===== config.mk =====
export PLATFORM = sky130hd
export DESIGN_NAME = shortest_path_distances
export DESIGN_NICKNAME = d
export VERILOG_FILES = /design/src/rtl/spd_pkg.sv /design/src/rtl/shortest_path_distances.sv
export SDC_FILE = /design/constraint.sdc
export NUM_CORES = 2
export LEC_CHECK = 0
export ABC_AREA = 1
export BUFFER_PORTS_ARGS = -buffer_cell sky130_fd_sc_hd__buf_4
export CELL_PAD_IN_SITES_DETAIL_PLACEMENT = 1
export CELL_PAD_IN_SITES_GLOBAL_PLACEMENT = 2
export CORE_MARGIN = 8
export CORE_UTILIZATION = 41
export DETAILED_ROUTE_END_ITERATION = 10
export PLACE_DENSITY_LB_ADDON = 0.15
export SYNTH_ARGS = -nofsm -noshare
export SYNTH_HDL_FRONTEND = slang
export SYNTH_SLANG_ARGS = --single-unit

===== constraint.sdc =====
create_clock -name clock -period 8.65 [get_ports clock]
set_input_delay 0 -clock clock [delete_from_list [all_inputs] [get_ports clock]]
set_output_delay 0 -clock clock [all_outputs]
set_load 0.005 [all_outputs]

===== src/rtl/spd_pkg.sv =====
// ----------------------------------------------------------------------------
// Shortest path distances package
// Request and result types, work entry layout and the sequencer microcode.
// ----------------------------------------------------------------------------
package spd_pkg;

   localparam int NUM_VERTICES_DEFAULT = 16;

   localparam int VERTEX_W = 4;
   localparam int DIST_W   = 12;
   localparam int WEIGHT_W = 8;
   localparam int KEY_W    = DIST_W + 1;

   localparam logic [DIST_W-1:0] DIST_UNREACHABLE = 12'hFFF;
   localparam logic [DIST_W-1:0] DIST_SAT_MAX     = 12'hFFE;
   localparam logic [KEY_W-1:0]  KEY_UNREACHED    = 13'h1000;
   localparam logic [KEY_W-1:0]  KEY_WORST        = 13'h1FFF;

   localparam logic OP_WRITE = 1'b0;
   localparam logic OP_RUN   = 1'b1;

   typedef struct packed {
      logic                op;
      logic [VERTEX_W-1:0] from_vertex;
      logic [VERTEX_W-1:0] to_vertex;
      logic [WEIGHT_W-1:0] weight;
      logic                both_ways;
      logic [VERTEX_W-1:0] source;
   } req_type;

   typedef struct packed {
      logic [VERTEX_W-1:0] vertex;
      logic [DIST_W-1:0]   distance;
      logic                reachable;
      logic                last;
   } rsp_type;

   typedef struct packed {
      logic              settled;
      logic              reach;
      logic [DIST_W-1:0] path_len;
   } work_type;

   typedef enum logic [3:0] {
      ST_CLEAR,
      ST_IDLE,
      ST_DISPATCH,
      ST_WRITE_FWD,
      ST_WRITE_REV,
      ST_INIT,
      ST_ROUND_START,
      ST_PICK,
      ST_MARK,
      ST_RELAX,
      ST_NEXT_ROUND,
      ST_OUT_START,
      ST_OUT_READ,
      ST_OUT_LOAD,
      ST_OUT_NEXT,
      ST_OUT_DONE
   } step_type;

   typedef enum logic [3:0] {
      JMP_NEVER,
      JMP_ALWAYS,
      JMP_CLEAR_RUN,
      JMP_NO_REQUEST,
      JMP_OP_RUN,
      JMP_NOT_BOTH,
      JMP_BEFORE_LAST,
      JMP_BEFORE_END,
      JMP_NOT_REACHED,
      JMP_ROUNDS_LEFT,
      JMP_SLOT_BUSY
   } jump_type;

   typedef struct packed {
      jump_type jump;
      step_type target;
      logic     take_req;
      logic     cnt_clr;
      logic     cnt_inc;
      logic     clear_wr;
      logic     write_fwd;
      logic     write_rev;
      logic     init_wr;
      logic     scan_rd;
      logic     pick_en;
      logic     best_init;
      logic     mark_wr;
      logic     relax_en;
      logic     round_clr;
      logic     round_inc;
      logic     out_load;
   } ucode_type;

   function automatic ucode_type ucode_rom(input step_type step);
      ucode_type cw;
      cw = '0;
      unique case (step)
         ST_CLEAR: begin
            cw.clear_wr = 1'b1;
            cw.jump     = JMP_CLEAR_RUN;
            cw.target   = ST_CLEAR;
         end
         ST_IDLE: begin
            cw.take_req = 1'b1;
            cw.cnt_clr  = 1'b1;
            cw.jump     = JMP_NO_REQUEST;
            cw.target   = ST_IDLE;
         end
         ST_DISPATCH: begin
            cw.jump   = JMP_OP_RUN;
            cw.target = ST_INIT;
         end
         ST_WRITE_FWD: begin
            cw.write_fwd = 1'b1;
            cw.jump      = JMP_NOT_BOTH;
            cw.target    = ST_IDLE;
         end
         ST_WRITE_REV: begin
            cw.write_rev = 1'b1;
            cw.jump      = JMP_ALWAYS;
            cw.target    = ST_IDLE;
         end
         ST_INIT: begin
            cw.init_wr = 1'b1;
            cw.cnt_inc = 1'b1;
            cw.jump    = JMP_BEFORE_LAST;
            cw.target  = ST_INIT;
         end
         ST_ROUND_START: begin
            cw.cnt_clr   = 1'b1;
            cw.best_init = 1'b1;
            cw.round_clr = 1'b1;
         end
         ST_PICK: begin
            cw.scan_rd = 1'b1;
            cw.pick_en = 1'b1;
            cw.cnt_inc = 1'b1;
            cw.jump    = JMP_BEFORE_END;
            cw.target  = ST_PICK;
         end
         ST_MARK: begin
            cw.mark_wr = 1'b1;
            cw.cnt_clr = 1'b1;
            cw.jump    = JMP_NOT_REACHED;
            cw.target  = ST_NEXT_ROUND;
         end
         ST_RELAX: begin
            cw.scan_rd  = 1'b1;
            cw.relax_en = 1'b1;
            cw.cnt_inc  = 1'b1;
            cw.jump     = JMP_BEFORE_END;
            cw.target   = ST_RELAX;
         end
         ST_NEXT_ROUND: begin
            cw.cnt_clr   = 1'b1;
            cw.best_init = 1'b1;
            cw.round_inc = 1'b1;
            cw.jump      = JMP_ROUNDS_LEFT;
            cw.target    = ST_PICK;
         end
         ST_OUT_START: begin
            cw.cnt_clr = 1'b1;
         end
         ST_OUT_READ: begin
            cw.scan_rd = 1'b1;
         end
         ST_OUT_LOAD: begin
            cw.out_load = 1'b1;
            cw.jump     = JMP_SLOT_BUSY;
            cw.target   = ST_OUT_LOAD;
         end
         ST_OUT_NEXT: begin
            cw.jump   = JMP_BEFORE_END;
            cw.target = ST_OUT_READ;
         end
         ST_OUT_DONE: begin
            cw.jump   = JMP_ALWAYS;
            cw.target = ST_IDLE;
         end
      endcase
      return cw;
   endfunction

endpackage


===== src/rtl/shortest_path_distances.sv =====
// ----------------------------------------------------------------------------
// Shortest path distances
// Single-source shortest paths over a stored weighted adjacency matrix.
// ----------------------------------------------------------------------------
// Requests arrive on req_valid / req_stall / req_data; results leave on
// rsp_valid / rsp_stall / rsp_data. A request is taken at an edge with valid
// high and stall low. A write request (op 0) stores one edge weight, and the
// mirrored one when both_ways is set, and gives no result. A run request (op 1)
// gives one result per vertex in ascending order, last set on the final one.
// Each of the N-1 rounds of a run scans the work memory once to pick the
// vertex and, when it is reached, once more to relax its row, one vertex a
// cycle through the single read port; results leave one at a time, each
// waiting for the output register to be free.
// Reset starts a clearing pass over the edge memory, during which req_stall
// stays high.
// A stalled result holds in the output register; the sequencer waits on it,
// and after loading the final result it steps through ST_OUT_NEXT and ST_OUT_DONE
// to idle and takes the next request without waiting for that result to leave.
// ----------------------------------------------------------------------------
module shortest_path_distances #(
   parameter int NUM_VERTICES = spd_pkg::NUM_VERTICES_DEFAULT
) (
   input  logic             clock,
   input  logic             reset,
   input  logic             req_valid,
   output logic             req_stall,
   input  spd_pkg::req_type req_data,
   output logic             rsp_valid,
   input  logic             rsp_stall,
   output spd_pkg::rsp_type rsp_data
);

   localparam int VW    = $clog2(NUM_VERTICES);
   localparam int CW    = $clog2(NUM_VERTICES + 1);
   localparam int DEPTH = NUM_VERTICES * NUM_VERTICES;
   localparam int AW    = $clog2(DEPTH);

   localparam logic [CW-1:0] CNT_LAST   = CW'(NUM_VERTICES - 1);
   localparam logic [CW-1:0] CNT_END    = CW'(NUM_VERTICES);
   localparam logic [VW-1:0] ROUND_LAST = VW'(NUM_VERTICES - 2);
   localparam logic [AW-1:0] CLR_LAST   = AW'(DEPTH - 1);
   localparam logic [AW-1:0] ROW_STRIDE = AW'(NUM_VERTICES);

   spd_pkg::step_type  step_ff, step_in;
   spd_pkg::ucode_type cw;
   logic               jump_taken;

   logic [AW-1:0] clr_ff, clr_in;
   logic [CW-1:0] cnt_ff, cnt_in;
   logic [VW-1:0] round_ff, round_in;
   logic [VW-1:0] best_idx_ff, best_idx_in;
   logic [spd_pkg::KEY_W-1:0] best_key_ff, best_key_in;
   spd_pkg::req_type req_ff, req_in;
   spd_pkg::rsp_type rsp_ff, rsp_in;
   logic             rsp_valid_ff, rsp_valid_in;

   logic [spd_pkg::WEIGHT_W-1:0] edge_mem [DEPTH];
   logic [spd_pkg::WEIGHT_W-1:0] edge_q_ff;
   spd_pkg::work_type            work_mem [NUM_VERTICES];
   spd_pkg::work_type            work_q_ff;

   logic                         req_acc;
   logic                         slot_free;
   logic                         pipe_valid;
   logic                         at_end;
   logic                         in_range;
   logic [VW-1:0]                cnt_idx;
   logic [VW-1:0]                prev_idx;
   logic [spd_pkg::KEY_W-1:0]    cand_key;
   logic [spd_pkg::KEY_W-1:0]    sum_wide;
   logic [spd_pkg::DIST_W-1:0]   sum_sat;
   logic                         pick_hit;
   logic                         relax_hit;
   logic                         out_take;

   logic                         edge_we;
   logic                         edge_re;
   logic [AW-1:0]                edge_waddr;
   logic [AW-1:0]                edge_raddr;
   logic [spd_pkg::WEIGHT_W-1:0] edge_wdata;
   logic                         work_we;
   logic                         work_re;
   logic [VW-1:0]                work_waddr;
   spd_pkg::work_type            work_wdata;

   // control word of the current step
   always_comb begin
      cw = spd_pkg::ucode_rom(step_ff);
   end

   // next step
   always_comb begin
      unique case (cw.jump)
         spd_pkg::JMP_NEVER:       jump_taken = 1'b0;
         spd_pkg::JMP_ALWAYS:      jump_taken = 1'b1;
         spd_pkg::JMP_CLEAR_RUN:   jump_taken = clr_ff != CLR_LAST;
         spd_pkg::JMP_NO_REQUEST:  jump_taken = !req_acc;
         spd_pkg::JMP_OP_RUN:      jump_taken = req_ff.op == spd_pkg::OP_RUN;
         spd_pkg::JMP_NOT_BOTH:    jump_taken = !req_ff.both_ways;
         spd_pkg::JMP_BEFORE_LAST: jump_taken = cnt_ff != CNT_LAST;
         spd_pkg::JMP_BEFORE_END:  jump_taken = !at_end;
         spd_pkg::JMP_NOT_REACHED: jump_taken = best_key_ff[spd_pkg::KEY_W-1];
         spd_pkg::JMP_ROUNDS_LEFT: jump_taken = round_ff != ROUND_LAST;
         spd_pkg::JMP_SLOT_BUSY:   jump_taken = !slot_free;
         default:                  jump_taken = 1'b0;
      endcase
      step_in = jump_taken ? cw.target : spd_pkg::step_type'(4'(step_ff) + 4'd1);
   end

   // datapath
   always_comb begin
      req_stall  = !cw.take_req;
      req_acc    = req_valid && cw.take_req;
      slot_free  = !rsp_valid_ff || !rsp_stall;
      out_take   = cw.out_load && slot_free;
      at_end     = cnt_ff == CNT_END;
      pipe_valid = cnt_ff != '0;
      cnt_idx    = cnt_ff[VW-1:0];
      prev_idx   = VW'(cnt_ff - 1'b1);
      in_range   = (32'(req_ff.from_vertex) < NUM_VERTICES)
                && (32'(req_ff.to_vertex) < NUM_VERTICES);

      cand_key  = work_q_ff.reach ? {1'b0, work_q_ff.path_len} : spd_pkg::KEY_UNREACHED;
      pick_hit  = cw.pick_en && pipe_valid && !work_q_ff.settled
               && (cand_key <= best_key_ff);

      sum_wide  = {1'b0, best_key_ff[spd_pkg::DIST_W-1:0]}
               + spd_pkg::KEY_W'(edge_q_ff);
      sum_sat   = (sum_wide > {1'b0, spd_pkg::DIST_SAT_MAX}) ? spd_pkg::DIST_SAT_MAX
                                                          : sum_wide[spd_pkg::DIST_W-1:0];
      relax_hit = cw.relax_en && pipe_valid && !work_q_ff.settled
               && (edge_q_ff != '0)
               && (!work_q_ff.reach || (sum_sat < work_q_ff.path_len));

      req_in = req_acc ? req_data : req_ff;

      clr_in = cw.clear_wr ? clr_ff + 1'b1 : clr_ff;

      priority if (cw.cnt_clr) begin
         cnt_in = '0;
      end else if (cw.cnt_inc || out_take) begin
         cnt_in = cnt_ff + 1'b1;
      end else begin
         cnt_in = cnt_ff;
      end

      priority if (cw.round_clr) begin
         round_in = '0;
      end else if (cw.round_inc) begin
         round_in = round_ff + 1'b1;
      end else begin
         round_in = round_ff;
      end

      priority if (cw.best_init) begin
         best_idx_in = '0;
         best_key_in = spd_pkg::KEY_WORST;
      end else if (pick_hit) begin
         best_idx_in = prev_idx;
         best_key_in = cand_key;
      end else begin
         best_idx_in = best_idx_ff;
         best_key_in = best_key_ff;
      end

      rsp_in = rsp_ff;
      if (out_take) begin
         rsp_in.vertex    = spd_pkg::VERTEX_W'(cnt_idx);
         rsp_in.distance  = work_q_ff.reach ? work_q_ff.path_len : spd_pkg::DIST_UNREACHABLE;
         rsp_in.reachable = work_q_ff.reach;
         rsp_in.last      = cnt_ff == CNT_LAST;
      end
      rsp_valid_in = out_take || (rsp_valid_ff && rsp_stall);

      edge_re    = cw.scan_rd && !at_end;
      edge_raddr = AW'(best_idx_ff) * ROW_STRIDE + AW'(cnt_idx);
      edge_we    = cw.clear_wr || ((cw.write_fwd || cw.write_rev) && in_range);
      priority if (cw.clear_wr) begin
         edge_waddr = clr_ff;
         edge_wdata = '0;
      end else if (cw.write_rev) begin
         edge_waddr = AW'(req_ff.to_vertex) * ROW_STRIDE + AW'(req_ff.from_vertex);
         edge_wdata = req_ff.weight;
      end else begin
         edge_waddr = AW'(req_ff.from_vertex) * ROW_STRIDE + AW'(req_ff.to_vertex);
         edge_wdata = req_ff.weight;
      end

      work_re = cw.scan_rd && !at_end;
      work_we = cw.init_wr || cw.mark_wr || relax_hit;
      priority if (cw.init_wr) begin
         work_waddr          = cnt_idx;
         work_wdata.settled  = 1'b0;
         work_wdata.reach    = 32'(cnt_idx) == 32'(req_ff.source);
         work_wdata.path_len = '0;
      end else if (cw.mark_wr) begin
         work_waddr          = best_idx_ff;
         work_wdata.settled  = 1'b1;
         work_wdata.reach    = !best_key_ff[spd_pkg::KEY_W-1];
         work_wdata.path_len = best_key_ff[spd_pkg::DIST_W-1:0];
      end else begin
         work_waddr          = prev_idx;
         work_wdata.settled  = 1'b0;
         work_wdata.reach    = 1'b1;
         work_wdata.path_len = sum_sat;
      end

      rsp_valid = rsp_valid_ff;
      rsp_data  = rsp_ff;
   end

   always_ff @(posedge clock) begin
      if (edge_we) begin
         edge_mem[edge_waddr] <= edge_wdata;
      end
      if (edge_re) begin
         edge_q_ff <= edge_mem[edge_raddr];
      end
   end

   always_ff @(posedge clock) begin
      if (work_we) begin
         work_mem[work_waddr] <= work_wdata;
      end
      if (work_re) begin
         work_q_ff <= work_mem[cnt_idx];
      end
   end

   always_ff @(posedge clock) begin
      if (reset) begin
         step_ff      <= spd_pkg::ST_CLEAR;
         clr_ff       <= '0;
         cnt_ff       <= '0;
         round_ff     <= '0;
         rsp_valid_ff <= 1'b0;
      end else begin
         step_ff      <= step_in;
         clr_ff       <= clr_in;
         cnt_ff       <= cnt_in;
         round_ff     <= round_in;
         rsp_valid_ff <= rsp_valid_in;
      end
   end

   always_ff @(posedge clock) begin
      req_ff      <= req_in;
      rsp_ff      <= rsp_in;
      best_idx_ff <= best_idx_in;
      best_key_ff <= best_key_in;
   end

endmodule


==> flow_metrics.py <==
metrics = {
    "detailed_routing": {
        "drt-vias-per-instance": 5.79,
        "route.vias.total": 62000,
        "wire_per_inst_um": 28.8,
        "wirelength_um": 308000,
        "dr.pass1.iters": 5,
        "final_antenna_net_count": 0,
        "drc": 0,
        "drt_iter0_drc": 5017,
    },
    "clocking": {
        "numClockSinks": 2373,
        "cts_buffer_depth": 4,
        "cts_setup_buffers": 0,
        "path_clk_slew_ns": 0.06,
        "cts_tree": "done",
        "root_buffer": "clkbuf_16",
        "cts_resized": 0,
        "postCtsHoldBufs": 50,
        "cts_max_level": 5,
        "cts_buffers": 278,
        "insertion_delay_ns": 0.93,
    },
    "critical_path": {
        "worstPathRequired_ns": 9.17,
        "slowest_stage": "a21oi_2",
        "crit_type": "flip-flop to flip-flop",
        "end_kind": "flip-flop",
        "crit_family": "simple AND/OR/NAND/NOR gates",
        "cp_cell_sequence": "ha_1 > inv_1 > fa_1 > inv_1 > nand2_1 > nand2_1 > nand3_1 > nand2_1 > xor2_1 > nor2_1 > nand3_1 > nand2_1 > inv_1 > nand3_1 > ha_1 > nand2_1 > inv_1 > nand3_1 > a31oi_1 > a2111oi_0 > nand2_1 > nand2_1 > nand2_2 > a21oi_2",
        "cpMostUsedCell": "nand2_1",
        "worstPathArrival_ns": 5.71,
        "crit_path_start_kind": "flip-flop",
        "crit_buf_inv": 4,
        "path_max_fanout": 16,
        "cp_slowest_stage_delay_ns": 0.88,
    },
    "floorplanning": {
        "rows": 176,
        "io_pins": 46,
        "die_width_um": 497,
        "initial_utilization_pct": 41.2,
        "core_area_mm2": 0.230,
        "die-height_um": 497,
        "die-area_mm2": 0.247,
    },
    "synth": {
        "yosysUniqueCellTypes": 47,
        "synth_area_leaders": "edfxtp_1 74%, o21ai_0 6.2%, nor2_1 5.9%",
        "synth_edf_count": 2334,
        "synth_top_flop_cell": "edfxtp_1",
        "synth-async-reset-ratio_pct": 0,
        "syn-num-nets": 7597,
        "yosysWarningCount": 0,
        "yosysSeqAreaShare_pct": 74.7,
        "yosys.area.top_type_share_pct": 73.9,
        "synth.largest_area_cell": "edfxtp_1",
        "synth.ff_latch_count": 2373,
        "syn_area_mm2": 0.0949,
        "netlist_instances": 7527,
        "avgSynthCellArea_um2": 12.6,
    },
    "pwr": {
        "p_sw_w": 0.00463,
        "power.leakage_nw": 33.3,
        "clkPwrFrac_pct": 46.9,
        "powerDensity_mw_per_mm2": 221,
        "p_sw_share_pct": 19.6,
        "total_power_w": 0.0236,
        "peakVddDrop_uv": 188,
        "p_int_w": 0.0190,
        "p_seq_share_pct": 52.6,
        "pwr-share-comb_pct": 0.4,
    },
    "grt": {
        "grt_start_max_net_pins": 182,
        "grt-ovfl-total": 0,
        "grt.busiest_layer": "met2",
        "met2_usage_pct": 40.3,
        "grt_pass1_vias": 63400,
        "use_met3_pct": 3.33,
        "grt.met1_usage_pct": 32.6,
        "grt_pass1_wl_um": 448000,
        "track_usage_pct": 24.1,
        "antenna_found_initial": 11,
    },
    "sta": {
        "relSlewSlack_pct": 14.1,
        "post-route-period-util_pct": 60.0,
        "setup-tns-final_ns": 0,
        "hold_violations": 0,
        "skew_ns": 0.0462,
        "rsz0062_at_grt": "no",
        "worst_pin_slew_ns": 1.28,
        "period_minus_slack_ns": 5.19,
        "fmax_mhz": 193,
        "drv_slew": 0,
        "setup-violations-final": 0,
    },
    "placement": {
        "hpwlAfterDp_um": 177000,
        "portBuffers": 45,
        "place_congestion": 0.835,
    },
    "worst_hold_path": {
        "min_path_type": "primary input to flip-flop",
    },
    "layout": {
        "final_common_cell": "edfxtp_1",
        "layout_common_cells": "2334 x edfxtp_1, 1488 x nor2_1, 1173 x o21ai_0",
        "drive_above_1_share_pct": 7.93,
        "area_delta_synth_final_pct": 13.0,
        "fin_util_pct": 46.6,
        "nNetsFinal": 7577,
    },
    "outcome": {
        "outcome": "finished clean",
    },
    "job": {
        "cap_violations": 0,
    },
}
-- logic make-up after synthesis --
kind of cell / after synthesis / synth area share, %
xor gates and xnor gates: 12 / 0.111
DFF: 2373 / 74.7
and+or+nand+nor: 2460 / 10.3
adders and majority gates: 44 / 0.588
buffers and inverters: 659 / 2.78
AOI/OAI and AO/OA: 1979 / 11.5
-- synthesized netlist by cell type, drive strengths merged, types with 9 or more instances --
cell type,instances
nand2,688
o21ai,1178
nand3,126
edfxtp,2334
nand4,118
ha,43
a22o,11
o22ai,551
inv,144
dfxtp,39
buf,123
a21oi,155
nor3,9
nor2,1511
o211ai,30
a221oi,20
clkbuf,388
-- state kept, by name, summed over array words and instances, names as in the netlist --
name	cells
edge_mem	2048
work_mem	224
req_ff	22
rsp_data	18
work_q_ff	14
best_key_ff	13
clr_ff	8
edge_q_ff	8
cnt_ff	5
best_idx_ff	4
round_ff	4
step_ff	4
rsp_valid	1
-- final timing paths --
| kind | startpoint | end | slack, ns | cells past startpoint |
|---|---|---|---|---|
| worst max-delay path | best_key_ff[0] | work_mem[3][4] | 3.46 | 24 |
| worst min register to register | cnt_ff[3] | cnt_ff[3] | 0.45 | 1 |
| worst max register to register | best_key_ff[0] | work_mem[3][4] | 3.46 | 24 |
| worst min-delay path | rsp_stall | rsp_data[0] | 0.23 | 4 |
-- final cells by class --
class / instances / area (um^2)
clock inverters: 111 / 1020
diodes: 3 / 7.51
flip-flops and latches: 2373 / 70900
clock buffers: 350 / 7380
well taps: 3026 / 3790
inverters: 148 / 579
multi-input cells: 4495 / 21600
fillers: 23200 / 123000
repair buffers: 211 / 1950
-- per-stage QoR --
stage	cells	cell area [um^2]	hold WS, ns	worst slack, ns
after CTS	10700	107000	0.151	3.39
after detailed placement	10200	98300	0.180	3.44
after global placement	10200	98300	0.178	3.45
final	10700	107000	0.229	3.46
after floorplan	7527	94900	0.0989	0.288
after global routing	10700	107000	0.230	2.89
-- power groups by stage --
stage	registers, W	clock network [W]	logic, W
2_1_floorplan	0.0127	0	0.0000294
3_3_place_gp	0.0127	0	0.0000865
3_5_place_dp	0.0127	0	0.0000877
4_1_cts	0.0124	0.0113	0.000105
5_1_grt	0.0124	0.0116	0.000110
6_report	0.0124	0.0111	0.000106
-- worst register-to-register path: cells and delay by family, from the launching register on --
kind                     cells  cell delay (ns)
XOR/XNOR                     1             0.22
flip-flops                   1             0.39
adder cells (fa/ha/maj)      3             0.94
AO/OA/AOI/OAI                3             1.26
AND/OR/NAND/NOR             13             1.55
buffers and inverters        4             0.43
-- per-layer routing --
metal  up-vias  routed length [um]
met5         -                  13
met2      1554              149000
li1      27700                   -
met1     32300              135000
met3       479               14100
met4         2               10300
Note: power is estimated with default switching activity, not from simulation.
